==> config.mk <==
export PLATFORM = sky130hd
export DESIGN_NAME = sha1_message_digest
export DESIGN_NICKNAME = d
export VERILOG_FILES = /design/src/rtl/sha1md_pkg.sv /design/src/rtl/sha1_message_digest.sv /design/src/rtl/sha1md_ctrl.sv /design/src/rtl/sha1md_dp.sv
export SDC_FILE = /design/constraint.sdc
export NUM_CORES = 2
export LEC_CHECK = 0
export BUFFER_PORTS_ARGS = -buffer_cell sky130_fd_sc_hd__buf_2
export CAP_MARGIN = 40
export CORE_MARGIN = 10
export CORE_UTILIZATION = 30
export DETAILED_ROUTE_END_ITERATION = 6
export GPL_TIMING_DRIVEN = 1
export PLACE_DENSITY = 0.41
export SYNTH_ARGS = -nofsm -noshare
export SYNTH_HDL_FRONTEND = slang
export SYNTH_HIERARCHICAL = 1
export SYNTH_SLANG_ARGS = --single-unit
export TNS_END_PERCENT = 20
==> constraint.sdc <==
create_clock -name clk -period 18.8 [get_ports clk]
set_clock_uncertainty 0.2 [all_clocks]
set_input_delay 2.82 -clock clk [delete_from_list [all_inputs] [get_ports clk]]
set_output_delay 2.82 -clock clk [all_outputs]
set_load 0.05 [all_outputs]
==> src/rtl/sha1md_pkg.sv <==
// sha1md_pkg: shared types and constants for the SHA-1 digest engine.
// Used by sha1md_ctrl, sha1md_dp and sha1_message_digest. No dependencies.
package sha1md_pkg;

  localparam int WORD_W    = 32;
  localparam int FILL_W    = 6;      // 64-byte block
  localparam int ROUND_W   = 7;      // 0..79
  localparam int WIDX_W    = 3;      // digest word index 0..4
  localparam int NUM_WORDS = 5;
  localparam int WIN_WORDS = 16;
  localparam int CNT_W     = 64;

  localparam logic [ROUND_W-1:0] LAST_ROUND = ROUND_W'(79);
  localparam logic [WIDX_W-1:0]  LAST_WORD  = WIDX_W'(NUM_WORDS - 1);
  localparam logic [FILL_W-1:0]  FILL_LAST  = FILL_W'(63);
  localparam logic [FILL_W-1:0]  LEN_POS    = FILL_W'(56);

  localparam logic [7:0] PAD_MARK = 8'h80;

  localparam logic [WORD_W-1:0] H0_INIT = 32'h67452301;
  localparam logic [WORD_W-1:0] H1_INIT = 32'hEFCDAB89;
  localparam logic [WORD_W-1:0] H2_INIT = 32'h98BADCFE;
  localparam logic [WORD_W-1:0] H3_INIT = 32'h10325476;
  localparam logic [WORD_W-1:0] H4_INIT = 32'hC3D2E1F0;

  localparam logic [WORD_W-1:0] K0 = 32'h5A827999;
  localparam logic [WORD_W-1:0] K1 = 32'h6ED9EBA1;
  localparam logic [WORD_W-1:0] K2 = 32'h8F1BBCDC;
  localparam logic [WORD_W-1:0] K3 = 32'hCA62C1D6;

  typedef enum logic [2:0] {
    ST_IDLE,
    ST_PAD_MARK,
    ST_PAD_ZERO,
    ST_PAD_LEN,
    ST_ROUND,
    ST_FINISH,
    ST_OUT
  } state_t;

  typedef enum logic [1:0] {
    BSEL_IN,
    BSEL_MARK,
    BSEL_ZERO,
    BSEL_LEN
  } bsel_t;

  typedef struct packed {
    logic               shift_en;   // shift one byte into the block window
    bsel_t              byte_sel;
    logic               count_en;   // message byte: bit count += 8
    logic               load_work;  // a..e <= chain
    logic               round_en;
    logic [ROUND_W-1:0] round_idx;
    logic               chain_add;
    logic               chain_init; // back to initial chain, clear counts
    logic [WIDX_W-1:0]  word_idx;
  } dp_cmd_t;

  typedef struct packed {
    logic fill_last;    // fill level is 63
    logic fill_len_pos; // fill level is 56
  } dp_sts_t;

endpackage

==> src/rtl/sha1_message_digest.sv <==
// sha1_message_digest: one byte per input word; each 64-byte block is compressed once
// full (80 rounds in one shared round unit, then the chain add) while intake stalls.
// Padding feeds one byte a cycle outside compressions (one or two more compressions),
// then five digest words, one per cycle while out_stall is low.
// Synchronous active-low reset: initial chain, zero bit count and fill, idle.
// Depends on sha1md_pkg, sha1md_ctrl and sha1md_dp.
module sha1_message_digest (
  input  logic                          clk,
  input  logic                          rst_n,
  input  logic                          in_valid,
  output logic                          in_stall,
  input  logic                          in_has_byte,
  input  logic [7:0]                    in_data_byte,
  input  logic                          in_end_of_message,
  output logic                          out_valid,
  input  logic                          out_stall,
  output logic [sha1md_pkg::WORD_W-1:0] out_digest_word,
  output logic [sha1md_pkg::WIDX_W-1:0] out_word_number,
  output logic                          out_last_word
);

  sha1md_pkg::dp_cmd_t cmd;
  sha1md_pkg::dp_sts_t sts;

  sha1md_ctrl u_ctrl (
    .clk               (clk),
    .rst_n             (rst_n),
    .in_valid          (in_valid),
    .in_has_byte       (in_has_byte),
    .in_end_of_message (in_end_of_message),
    .in_stall          (in_stall),
    .out_valid         (out_valid),
    .out_stall         (out_stall),
    .out_word_number   (out_word_number),
    .out_last_word     (out_last_word),
    .sts               (sts),
    .cmd               (cmd)
  );

  sha1md_dp u_dp (
    .clk             (clk),
    .rst_n           (rst_n),
    .in_data_byte    (in_data_byte),
    .cmd             (cmd),
    .sts             (sts),
    .out_digest_word (out_digest_word)
  );

  // no intake while a digest is being delivered
  a_no_intake_on_output: assert property (@(posedge clk) disable iff (!rst_n)
    out_valid |-> in_stall)
    else $error("input taken while digest pending");

  // digest words go out in order without gaps
  a_word_order: assert property (@(posedge clk) disable iff (!rst_n)
    out_valid && !out_stall && !out_last_word |=>
      out_valid && (out_word_number == $past(out_word_number) + 3'd1))
    else $error("digest word sequence broken");

  // a compression start is always followed by rounds
  a_load_then_round: assert property (@(posedge clk) disable iff (!rst_n)
    cmd.load_work |=> cmd.round_en && (cmd.round_idx == 7'd0))
    else $error("work load not followed by round 0");

  // the chain add only follows the last round
  a_add_after_rounds: assert property (@(posedge clk) disable iff (!rst_n)
    cmd.chain_add |-> $past(cmd.round_en) && ($past(cmd.round_idx) == 7'd79))
    else $error("chain add without completed rounds");

endmodule

==> src/rtl/sha1md_ctrl.sv <==
// sha1md_ctrl: sequencer for byte intake, padding, rounds and digest output.
// Depends on sha1md_pkg; drives sha1md_dp through dp_cmd_t.
module sha1md_ctrl (
  input  logic                          clk,
  input  logic                          rst_n,
  input  logic                          in_valid,
  input  logic                          in_has_byte,
  input  logic                          in_end_of_message,
  output logic                          in_stall,
  output logic                          out_valid,
  input  logic                          out_stall,
  output logic [sha1md_pkg::WIDX_W-1:0] out_word_number,
  output logic                          out_last_word,
  input  sha1md_pkg::dp_sts_t           sts,
  output sha1md_pkg::dp_cmd_t           cmd
);

  sha1md_pkg::state_t                   state_r, state_nxt;
  sha1md_pkg::state_t                   ret_r, ret_nxt;
  logic [sha1md_pkg::ROUND_W-1:0]       round_r, round_nxt;
  logic [sha1md_pkg::WIDX_W-1:0]        word_r, word_nxt;

  always_ff @(posedge clk) begin
    if (!rst_n) begin
      state_r <= sha1md_pkg::ST_IDLE;
      ret_r   <= sha1md_pkg::ST_IDLE;
      round_r <= '0;
      word_r  <= '0;
    end else begin
      state_r <= state_nxt;
      ret_r   <= ret_nxt;
      round_r <= round_nxt;
      word_r  <= word_nxt;
    end
  end

  // next state
  always_comb begin
    state_nxt = state_r;
    ret_nxt   = ret_r;
    round_nxt = '0;
    word_nxt  = '0;
    unique case (state_r)
      sha1md_pkg::ST_IDLE: begin
        if (cmd.shift_en && sts.fill_last) begin
          state_nxt = sha1md_pkg::ST_ROUND;
          ret_nxt   = in_end_of_message ? sha1md_pkg::ST_PAD_MARK : sha1md_pkg::ST_IDLE;
        end else if (in_valid && in_end_of_message) begin
          state_nxt = sha1md_pkg::ST_PAD_MARK;
        end
      end
      sha1md_pkg::ST_PAD_MARK: begin
        if (sts.fill_last) begin
          state_nxt = sha1md_pkg::ST_ROUND;
          ret_nxt   = sha1md_pkg::ST_PAD_ZERO;
        end else begin
          state_nxt = sha1md_pkg::ST_PAD_ZERO;
        end
      end
      sha1md_pkg::ST_PAD_ZERO: begin
        if (sts.fill_len_pos) begin
          state_nxt = sha1md_pkg::ST_PAD_LEN;
        end else if (sts.fill_last) begin
          state_nxt = sha1md_pkg::ST_ROUND;
          ret_nxt   = sha1md_pkg::ST_PAD_ZERO;
        end
      end
      sha1md_pkg::ST_PAD_LEN: begin
        if (sts.fill_last) begin
          state_nxt = sha1md_pkg::ST_ROUND;
          ret_nxt   = sha1md_pkg::ST_OUT;
        end
      end
      sha1md_pkg::ST_ROUND: begin
        if (round_r == sha1md_pkg::LAST_ROUND) begin
          state_nxt = sha1md_pkg::ST_FINISH;
        end else begin
          round_nxt = round_r + 1'b1;
        end
      end
      sha1md_pkg::ST_FINISH: begin
        state_nxt = ret_r;
      end
      sha1md_pkg::ST_OUT: begin
        word_nxt = word_r;
        if (!out_stall) begin
          if (word_r == sha1md_pkg::LAST_WORD) begin
            state_nxt = sha1md_pkg::ST_IDLE;
            word_nxt  = '0;
          end else begin
            word_nxt = word_r + 1'b1;
          end
        end
      end
      default: state_nxt = sha1md_pkg::ST_IDLE;
    endcase
  end

  // outputs and datapath commands
  always_comb begin
    cmd            = '0;
    cmd.byte_sel   = sha1md_pkg::BSEL_IN;
    cmd.round_idx  = round_r;
    cmd.word_idx   = word_r;
    in_stall       = 1'b1;
    out_valid      = 1'b0;
    unique case (state_r)
      sha1md_pkg::ST_IDLE: begin
        in_stall      = 1'b0;
        cmd.shift_en  = in_valid && in_has_byte;
        cmd.count_en  = in_valid && in_has_byte;
        cmd.load_work = in_valid && in_has_byte && sts.fill_last;
      end
      sha1md_pkg::ST_PAD_MARK: begin
        cmd.shift_en  = 1'b1;
        cmd.byte_sel  = sha1md_pkg::BSEL_MARK;
        cmd.load_work = sts.fill_last;
      end
      sha1md_pkg::ST_PAD_ZERO: begin
        cmd.shift_en  = !sts.fill_len_pos;
        cmd.byte_sel  = sha1md_pkg::BSEL_ZERO;
        cmd.load_work = !sts.fill_len_pos && sts.fill_last;
      end
      sha1md_pkg::ST_PAD_LEN: begin
        cmd.shift_en  = 1'b1;
        cmd.byte_sel  = sha1md_pkg::BSEL_LEN;
        cmd.load_work = sts.fill_last;
      end
      sha1md_pkg::ST_ROUND: begin
        cmd.round_en = 1'b1;
      end
      sha1md_pkg::ST_FINISH: begin
        cmd.chain_add = 1'b1;
      end
      sha1md_pkg::ST_OUT: begin
        out_valid      = 1'b1;
        cmd.chain_init = !out_stall && (word_r == sha1md_pkg::LAST_WORD);
      end
      default: ;
    endcase
  end

  assign out_word_number = word_r;
  assign out_last_word   = (word_r == sha1md_pkg::LAST_WORD);

endmodule

==> src/rtl/sha1md_dp.sv <==
// sha1md_dp: block window, message schedule, round registers, chain and bit count.
// Depends on sha1md_pkg; controlled by sha1md_ctrl through dp_cmd_t.
module sha1md_dp (
  input  logic                          clk,
  input  logic                          rst_n,
  input  logic [7:0]                    in_data_byte,
  input  sha1md_pkg::dp_cmd_t           cmd,
  output sha1md_pkg::dp_sts_t           sts,
  output logic [sha1md_pkg::WORD_W-1:0] out_digest_word
);

  localparam int W = sha1md_pkg::WORD_W;

  logic [W-1:0]                    win_r [sha1md_pkg::WIN_WORDS];
  logic [W-1:0]                    win_nxt [sha1md_pkg::WIN_WORDS];
  logic [W-1:0]                    chain_r [sha1md_pkg::NUM_WORDS];
  logic [W-1:0]                    a_r, b_r, c_r, d_r, e_r;
  logic [sha1md_pkg::FILL_W-1:0]   fill_r;
  logic [sha1md_pkg::CNT_W-1:0]    bitcnt_r;
  logic [7:0]                      byte_in;
  logic [sha1md_pkg::CNT_W-1:0]    len_shifted;
  logic [W-1:0]                    f_val, k_val, sched_new, tmp_val, wt;

  // length bytes go out most significant first, at fill levels 56..63
  assign len_shifted = bitcnt_r >> {~fill_r[2:0], 3'b000};

  always_comb begin
    case (cmd.byte_sel)
      sha1md_pkg::BSEL_IN:   byte_in = in_data_byte;
      sha1md_pkg::BSEL_MARK: byte_in = sha1md_pkg::PAD_MARK;
      sha1md_pkg::BSEL_ZERO: byte_in = 8'h00;
      default:               byte_in = len_shifted[7:0];
    endcase
  end

  // window word k holds w[t+k] during round t
  assign wt        = win_r[0];
  assign sched_new = {win_r[13][W-2:0] ^ win_r[8][W-2:0] ^ win_r[2][W-2:0] ^ win_r[0][W-2:0],
                      win_r[13][W-1] ^ win_r[8][W-1] ^ win_r[2][W-1] ^ win_r[0][W-1]};

  always_comb begin
    for (int j = 0; j < sha1md_pkg::WIN_WORDS; j++) begin
      win_nxt[j] = win_r[j];
    end
    if (cmd.shift_en) begin
      for (int j = 0; j < sha1md_pkg::WIN_WORDS - 1; j++) begin
        win_nxt[j] = {win_r[j][W-9:0], win_r[j+1][W-1:W-8]};
      end
      win_nxt[sha1md_pkg::WIN_WORDS-1] = {win_r[sha1md_pkg::WIN_WORDS-1][W-9:0], byte_in};
    end else if (cmd.round_en) begin
      for (int j = 0; j < sha1md_pkg::WIN_WORDS - 1; j++) begin
        win_nxt[j] = win_r[j+1];
      end
      win_nxt[sha1md_pkg::WIN_WORDS-1] = sched_new;
    end
  end

  always_comb begin
    if (cmd.round_idx < sha1md_pkg::ROUND_W'(20)) begin
      f_val = (b_r & c_r) | (~b_r & d_r);
      k_val = sha1md_pkg::K0;
    end else if (cmd.round_idx < sha1md_pkg::ROUND_W'(40)) begin
      f_val = b_r ^ c_r ^ d_r;
      k_val = sha1md_pkg::K1;
    end else if (cmd.round_idx < sha1md_pkg::ROUND_W'(60)) begin
      f_val = (b_r & c_r) | (b_r & d_r) | (c_r & d_r);
      k_val = sha1md_pkg::K2;
    end else begin
      f_val = b_r ^ c_r ^ d_r;
      k_val = sha1md_pkg::K3;
    end
  end

  assign tmp_val = {a_r[W-6:0], a_r[W-1:W-5]} + f_val + e_r + k_val + wt;

  always_ff @(posedge clk) begin
    for (int j = 0; j < sha1md_pkg::WIN_WORDS; j++) begin
      win_r[j] <= win_nxt[j];
    end
    if (cmd.load_work) begin
      a_r <= chain_r[0];
      b_r <= chain_r[1];
      c_r <= chain_r[2];
      d_r <= chain_r[3];
      e_r <= chain_r[4];
    end else if (cmd.round_en) begin
      a_r <= tmp_val;
      b_r <= a_r;
      c_r <= {b_r[1:0], b_r[W-1:2]};
      d_r <= c_r;
      e_r <= d_r;
    end
  end

  always_ff @(posedge clk) begin
    if (!rst_n || cmd.chain_init) begin
      chain_r[0] <= sha1md_pkg::H0_INIT;
      chain_r[1] <= sha1md_pkg::H1_INIT;
      chain_r[2] <= sha1md_pkg::H2_INIT;
      chain_r[3] <= sha1md_pkg::H3_INIT;
      chain_r[4] <= sha1md_pkg::H4_INIT;
      fill_r     <= '0;
      bitcnt_r   <= '0;
    end else begin
      if (cmd.chain_add) begin
        chain_r[0] <= chain_r[0] + a_r;
        chain_r[1] <= chain_r[1] + b_r;
        chain_r[2] <= chain_r[2] + c_r;
        chain_r[3] <= chain_r[3] + d_r;
        chain_r[4] <= chain_r[4] + e_r;
      end
      if (cmd.shift_en) begin
        fill_r <= fill_r + 1'b1;
      end
      if (cmd.count_en) begin
        bitcnt_r <= bitcnt_r + sha1md_pkg::CNT_W'(8);
      end
    end
  end

  always_comb begin
    case (cmd.word_idx)
      3'd0:    out_digest_word = chain_r[0];
      3'd1:    out_digest_word = chain_r[1];
      3'd2:    out_digest_word = chain_r[2];
      3'd3:    out_digest_word = chain_r[3];
      default: out_digest_word = chain_r[4];
    endcase
  end

  assign sts.fill_last    = (fill_r == sha1md_pkg::FILL_LAST);
  assign sts.fill_len_pos = (fill_r == sha1md_pkg::LEN_POS);

endmodule
# Word level (Yosys, flattened, before mapping)
# Memories as Yosys holds them, arrays and structs flattened.
# Index checks and enable logic that the tools add are counted.
[op_classes] n_addsub=13 magnitude_cmp=3 eq_ne=22 n_shift=1 mux=55 bitwise_logic=24 n_reduce_logical=20
[ops] cell="two-way mux 512 bit" n=2
[ops] cell="two-way mux 32 bit" n=20
[ops] cell="adder 32 bit" n=9
[ops] cell="AND 32 bit" n=4
[ops] cell="one-hot mux 32 bit (4 select lines)" n=1
[ops] cell="bitwise OR 32 bit" n=3
[ops] cell="bitwise XOR 31 bit" n=3
[ops] cell="adder 64 x 4 -> 64 bit (second input constant)" n=1
[ops] cell=">> shifter 64 x 6 -> 8 bit" n=1
[ops] cell="bitwise XOR 32 bit" n=2
[ops] cell="two-way mux 3 bit" n=13
[ops] cell="NOT 32 bit" n=1
[ops] cell="two-way mux 31 bit" n=1
[ops] cell="one-hot mux 8 bit (3 select lines)" n=1
[ops] cell="one-hot mux 3 bit (7 select lines)" n=1
[ops] cell="< comparator 7 x 6 -> 1 bit (second input constant)" n=2
[ops] cell="== test 3 x 2 -> 1 bit (second input constant)" n=4
[ops] cell="== test 3 bit (second input constant)" n=4
[ops] cell="== test 6 bit (second input constant)" n=2
[ops] cell="two-way mux 1 bit" n=12
[ops] cell="one-hot mux 3 bit (4 select lines)" n=1
[ops] cell="AND reduction 4 bit" n=2
[ops] cell="adder 7 x 1 -> 7 bit (second input constant)" n=1
[ops] cell="== test 7 bit (second input constant)" n=1
[ops] cell="other kinds (25)" n=46
[totals] ff_bits=246 ram_bits=672 inputBits=14 out_inout_bits=38 elab_cells=151 mem_count=2
[memory_table] name="u_dp.win_r" words=16 width=32 rd=16 rd_ports_with_merged_regs=0 wr=16 line_no="sha1md_dp.sv:14" text="logic [W-1:0] win_r [sha1md_pkg::WIN_WORDS];"
[memory_table] name="u_dp.chain_r" words=5 width=32 rd=5 rd_ports_with_merged_regs=0 wr=5 line_no="sha1md_dp.sv:16" text="logic [W-1:0] chain_r [sha1md_pkg::NUM_WORDS];"

# Depth between registers and ports, before layout
[logic_depth] word_depth=12 mapped_depth=22

# By module
# The synthesis kept the hierarchy.
[modules_own_cells] mod="sha1md_dp" instances=1 cells_per_inst=4215 area_each_um2=52656.8 seq_area_each_um2=26325.2
[modules_own_cells] mod="sha1md_ctrl" instances=1 cells_per_inst=110 area_each_um2=912.1 seq_area_each_um2=320.3

# Worst setup path before layout
# No wires, ideal clock.
[synth_path] path_kind="input to register" start="input in_valid" end="memory u_dp/win_r[0][0] (netlist bit) (enable)" setup_ns=0.667 arrival_ns=10.133 required_ns=17.933 slack_ns=7.800 stages=6 cell_sequence="nand3b_1 > a31oi_1 > clkbuf_1 > clkbuf_1 > clkbuf_1 > or2_2"
[synth_lines] item="start, declared" line_no="sha1_message_digest.sv:10" text="input logic in_valid,"
[synth_lines] item="end, declared" line_no="sha1md_dp.sv:14"

# Worst setup path after layout
[layout_path] start="register u_ctrl/round_r[5] (netlist bit)" end="register u_dp.a_r[23], data pin"
[layout_via] elab_chain_cells=10 elab_cells_between_ends=15 classes_between="add/sub: 4; order compare: 3; mux: 8"
[layout_rtl] item="start, declared" line_no="sha1md_ctrl.sv:20" text="logic [sha1md_pkg::ROUND_W-1:0] round_r, round_nxt;"
[layout_rtl] item="start signal, assigned" line_no="sha1md_ctrl.sv:32" text="round_r <= round_nxt;"
[layout_rtl] item="< comparator 7 x 6 -> 1 bit" line_no="sha1md_dp.sv:65" text="end else if (cmd.round_idx < sha1md_pkg::ROUND_W'(60)) begin"
[layout_rtl] item="two-way mux 32 bit" line_no="sha1md_dp.sv:65"
[layout_rtl] item="two-way mux 32 bit" line_no="sha1md_dp.sv:62" text="end else if (cmd.round_idx < sha1md_pkg::ROUND_W'(40)) begin"
[layout_rtl] item="two-way mux 32 bit" line_no="sha1md_dp.sv:59" text="if (cmd.round_idx < sha1md_pkg::ROUND_W'(20)) begin"
[layout_rtl] item="adder 32 bit (2 in series)" line_no="sha1md_dp.sv:74" text="assign tmp_val = {a_r[W-6:0], a_r[W-1:W-5]} + f_val + e_r + k_val + wt;"
[layout_rtl] item="adder 32 bit (*) (2 in series)" line_no="sha1md_dp.sv:74"
[layout_rtl] item="two-way mux 32 bit (*)" line_no="sha1md_dp.sv:86" text="end else if (cmd.round_en) begin"
[layout_rtl] item="two-way mux 32 bit (*)" line_no="sha1md_dp.sv:80" text="if (cmd.load_work) begin"
[layout_rtl] item="end signal, assigned" line_no="sha1md_dp.sv:81" text="a_r <= chain_r[0];"
[layout_rtl] item="end signal, assigned" line_no="sha1md_dp.sv:87" text="a_r <= tmp_val;"
[layout_rtl] item="end, declared" line_no="sha1md_dp.sv:17" text="logic [W-1:0] a_r, b_r, c_r, d_r, e_r;"
# Every way passes the cells marked *; elsewhere a longest branch is shown, timed or not. The select of a mux whose other input is x is not followed.
# A chain may end at the register's enable or synchronous reset.

==> run_results.csv <==
group,metric,value,unit
outcome,status,"complete, no violations",
sta,max_slew.worst_pin.slew,1030,ps
die,die-width,443,um
setup_path,end_kind,"register",
synth,syn_inst,4325,
clock_tree,cts_buffers,111,
power,p_per_area,115,nW/um2
synth,ys_seq_elements,915,
route,drtIter0Drc,2586,
clock_tree,clkLatencyLatePin,770,ps
die,die_height,443,um
clock_tree,postCtsSetupRepairBufs,0,
placement,hpwl,110000,um
sta,rsz0062_at_grt,"no",
route,drt_first_pass_iters,6,
power,p_leak,21.3,nW
route,final_antenna_net_count,0,
clock_tree,root_buffer,"clkbuf_16",
grt,grt-ovfl-total,0,
die,dieArea,196000,um2
sta,setup_viol,0,
synth,synth.distinct_cells,98,
cells_and_area,drive_above_1_share,22.6,%
grt,grt_usage,15.0,%
clock_tree,ctsResizeCount,0,
sta,max_freq,142,MHz
route,vias,34100,
flow_run,max-cap-violations,0,
grt,grt_pass1_vias,34800,
setup_path,cp.required,19160,ps
synth,ys_async_sr_fraction,0,%
sta,tns,0,ps
placement,gp_congestion,0.831,
placement,port_buffers,51,
setup_path,startpoint,"u_ctrl/round_r[5]",
cells_and_area,final_util,34.0,%
cells_and_area,layout_common_cells,"832 x edfxtp_1, 630 x mux2_2, 295 x nand2_1, 275 x inv_1, 231 x nor2_1",
cells_and_area,syn2layout_area_growth,13.1,%
setup_path,arrival,7380,ps
cells_and_area,final_common_cell,"edfxtp_1",
synth,synth_warnings,6,
setup_path,ff2ff_path_depth,21,
route,drc,0,
synth,synthFlopType,"edfxtp_1",
setup_path,crit_fanout,20,
die,coreArea,178000,um2
setup_path,crit-reg2reg-capture,"u_dp/a_r[23]",
cells_and_area,nNetsFinal,4720,
clock_tree,cts_buffer_depth,3,
synth,synth_edf_count,832,
sta,hold_ws,256,ps
hold_path,hold_depth,1,
die,rows,155,
sta,period_share,37.3,%
clock_tree,cts_sinks,915,
sta,period_needed,7020,ps
die,ios,52,
route,via_per_inst,5.00,
sta,slew_violations,0,
sta,timing.max_slew.rel_slack,31.6,%
grt,grt_first_pass_wirelength,228000,um
clock_tree,hold_buffers,0,
hold_path,hp-class,"reg -> reg",
setup_path,crit_end,"u_dp/a_r[23]",
route,wl,152000,um
clock_tree,clk_pin_slew,60,ps
clock_tree,htreeDepth,3,
synth,syn_area_per_cell,12.4,um2
synth,ys_seq_area_share,49.7,%
setup_path,crit_type,"reg -> reg",
setup_path,rrSetupSlack,11780,ps
synth,synth_nets,4663,
route,wl_per_cell,22.2,um
die,start_util,30.1,%
sta,final_hold_viol_count,0,
grt,grt_max_degree,169,
synth,syn-cell-area,53600,um2
clock_tree,cts_tree,"yes",
power,ir_worst_vdd,90.5,uV
setup_path,r2r_start,"u_ctrl/round_r[5]",
grt,antenna_found_initial,3,
setup_path,cp-start-kind,"register",
## worst min-delay path by stage
stage | to | from
2_1_floorplan | u_ctrl/round_r[0] | u_ctrl/round_r[0]
3_3_place_gp | u_ctrl/round_r[0] | u_ctrl/round_r[0]
3_5_place_dp | u_ctrl/round_r[0] | u_ctrl/round_r[0]
4_1_cts | u_ctrl/round_r[0] | u_ctrl/round_r[0]
5_1_grt | u_ctrl/round_r[0] | u_ctrl/round_r[0]
6_report | u_ctrl/round_r[0] | u_ctrl/round_r[0]
## cell families (layout without fill, tap and decap cells)
group           after synthesis  after routing  share of synthesized area, %
flops                       915            915                          49.7
simple gates                904            904                          8.19
compound gates              760            760                          9.39
mux                         713            713                          15.9
buf+inv                     445            595                          3.19
fa+ha+maj                   324            324                          9.32
xor+xnor                    264            264                          4.32
other cells                   0              2                             0
## stage by stage
| stage | power, mW | worst slack (ps) | cell area (um2) | std cells |
|---|---|---|---|---|
| floorplan | 4.40 | 7800 | 53600 | 4325 |
| global placement | 4.85 | 10450 | 56500 | 6607 |
| detailed placement | 4.88 | 11370 | 56900 | 6624 |
| CTS | 7.11 | 11730 | 60600 | 6830 |
| global route | 7.38 | 11240 | 60600 | 6831 |
| finish | 6.98 | 11780 | 60600 | 6832 |
## worst max-delay path, stage by stage (launching register included)
cell       delay (ps)
dfxtp_1           560
a41oi_1           330
nand2_1           150
buf_4             390
clkinv_1          120
buf_4             270
a222oi_1          450
fa_1              520
fa_1              560
fa_1              410
inv_1              60
ha_1              180
inv_1              60
fa_1              400
nor2b_1           160
o31a_2            180
a2bb2oi_1         320
a22o_2            270
a41oi_1           170
o311ai_0          560
a31oi_1           210
o31ai_1           260
## routing by layer
metal | vias to the layer above | global-route usage (%) | routed length [um]
met5 | - | 0 | 0
li1 | 16200 | - | -
met1 | 17200 | 21.3 | 73100
met2 | 538 | 24.2 | 69600
met4 | 0 | 3.70 | 3530
met3 | 156 | 2.06 | 5230
## Yosys cell counts, drive strengths merged (9+ instances only)
cell type | n | area share [%]
edfxtp | 832 | 47
mux2 | 630 | 13
nand2 | 297 | 2.1
inv | 275 | 1.9
nor2 | 233 | 1.6
o21ai | 209 | 2.0
ha | 199 | 4.6
xnor2 | 186 | 3.0
a21oi | 173 | 1.6
clkbuf | 128 | 0.90
fa | 125 | 4.7
a21o | 86 | 1.2
dfxtp | 83 | 3.1
xor2 | 78 | 1.3
nand3 | 64 | 0.63
nor3 | 63 | 0.68
mux4 | 45 | 1.9
buf | 40 | 0.35
or3 | 40 | 0.47
a211oi | 39 | 0.56
mux2i | 38 | 0.71
nand4 | 37 | 0.46
and3 | 36 | 0.42
o21a | 32 | 0.45
nand2b | 27 | 0.32
o31ai | 26 | 0.37
nor2b | 21 | 0.25
o211ai | 21 | 0.30
a31oi | 19 | 0.22
a222oi | 17 | 0.32
o21bai | 15 | 0.21
o221a | 14 | 0.29
and2 | 13 | 0.15
and4 | 13 | 0.22
nor3b | 12 | 0.17
or2 | 11 | 0.13
a211o | 10 | 0.16
a21boi | 10 | 0.14
a221oi | 9 | 0.16
o31a | 9 | 0.15
## report_power, final
group / internal (mW) / switching [mW]
logic: 0.806 / 0.804
registers: 2.90 / 0.303
clock network: 1.24 / 0.933
## area by class of cell
cell class / instances / area [um2]
antenna: 2 / 5.00
clock buffer: 132 / 2860
clock inverter: 74 / 778
fill: 17700 / 117000
inverter: 277 / 1040
multi-input combinational: 2965 / 25300
sequential: 915 / 26600
tap: 2355 / 2950
timing repair buffer: 112 / 1010
## sequential cells by signal, indices dropped and copies added (netlist names), 6 cells and up
| register | cells |
|---|---|
| u_dp/win_r | 512 |
| u_dp/chain_r | 160 |
| u_dp/bitcnt_r | 61 |
| u_dp/a_r | 32 |
| u_dp/b_r | 32 |
| u_dp/c_r | 32 |
| u_dp/d_r | 32 |
| u_dp/e_r | 32 |
| u_ctrl/round_r | 7 |
| u_dp/fill_r | 6 |
No activity file was read; power rests on OpenSTA's default activity.
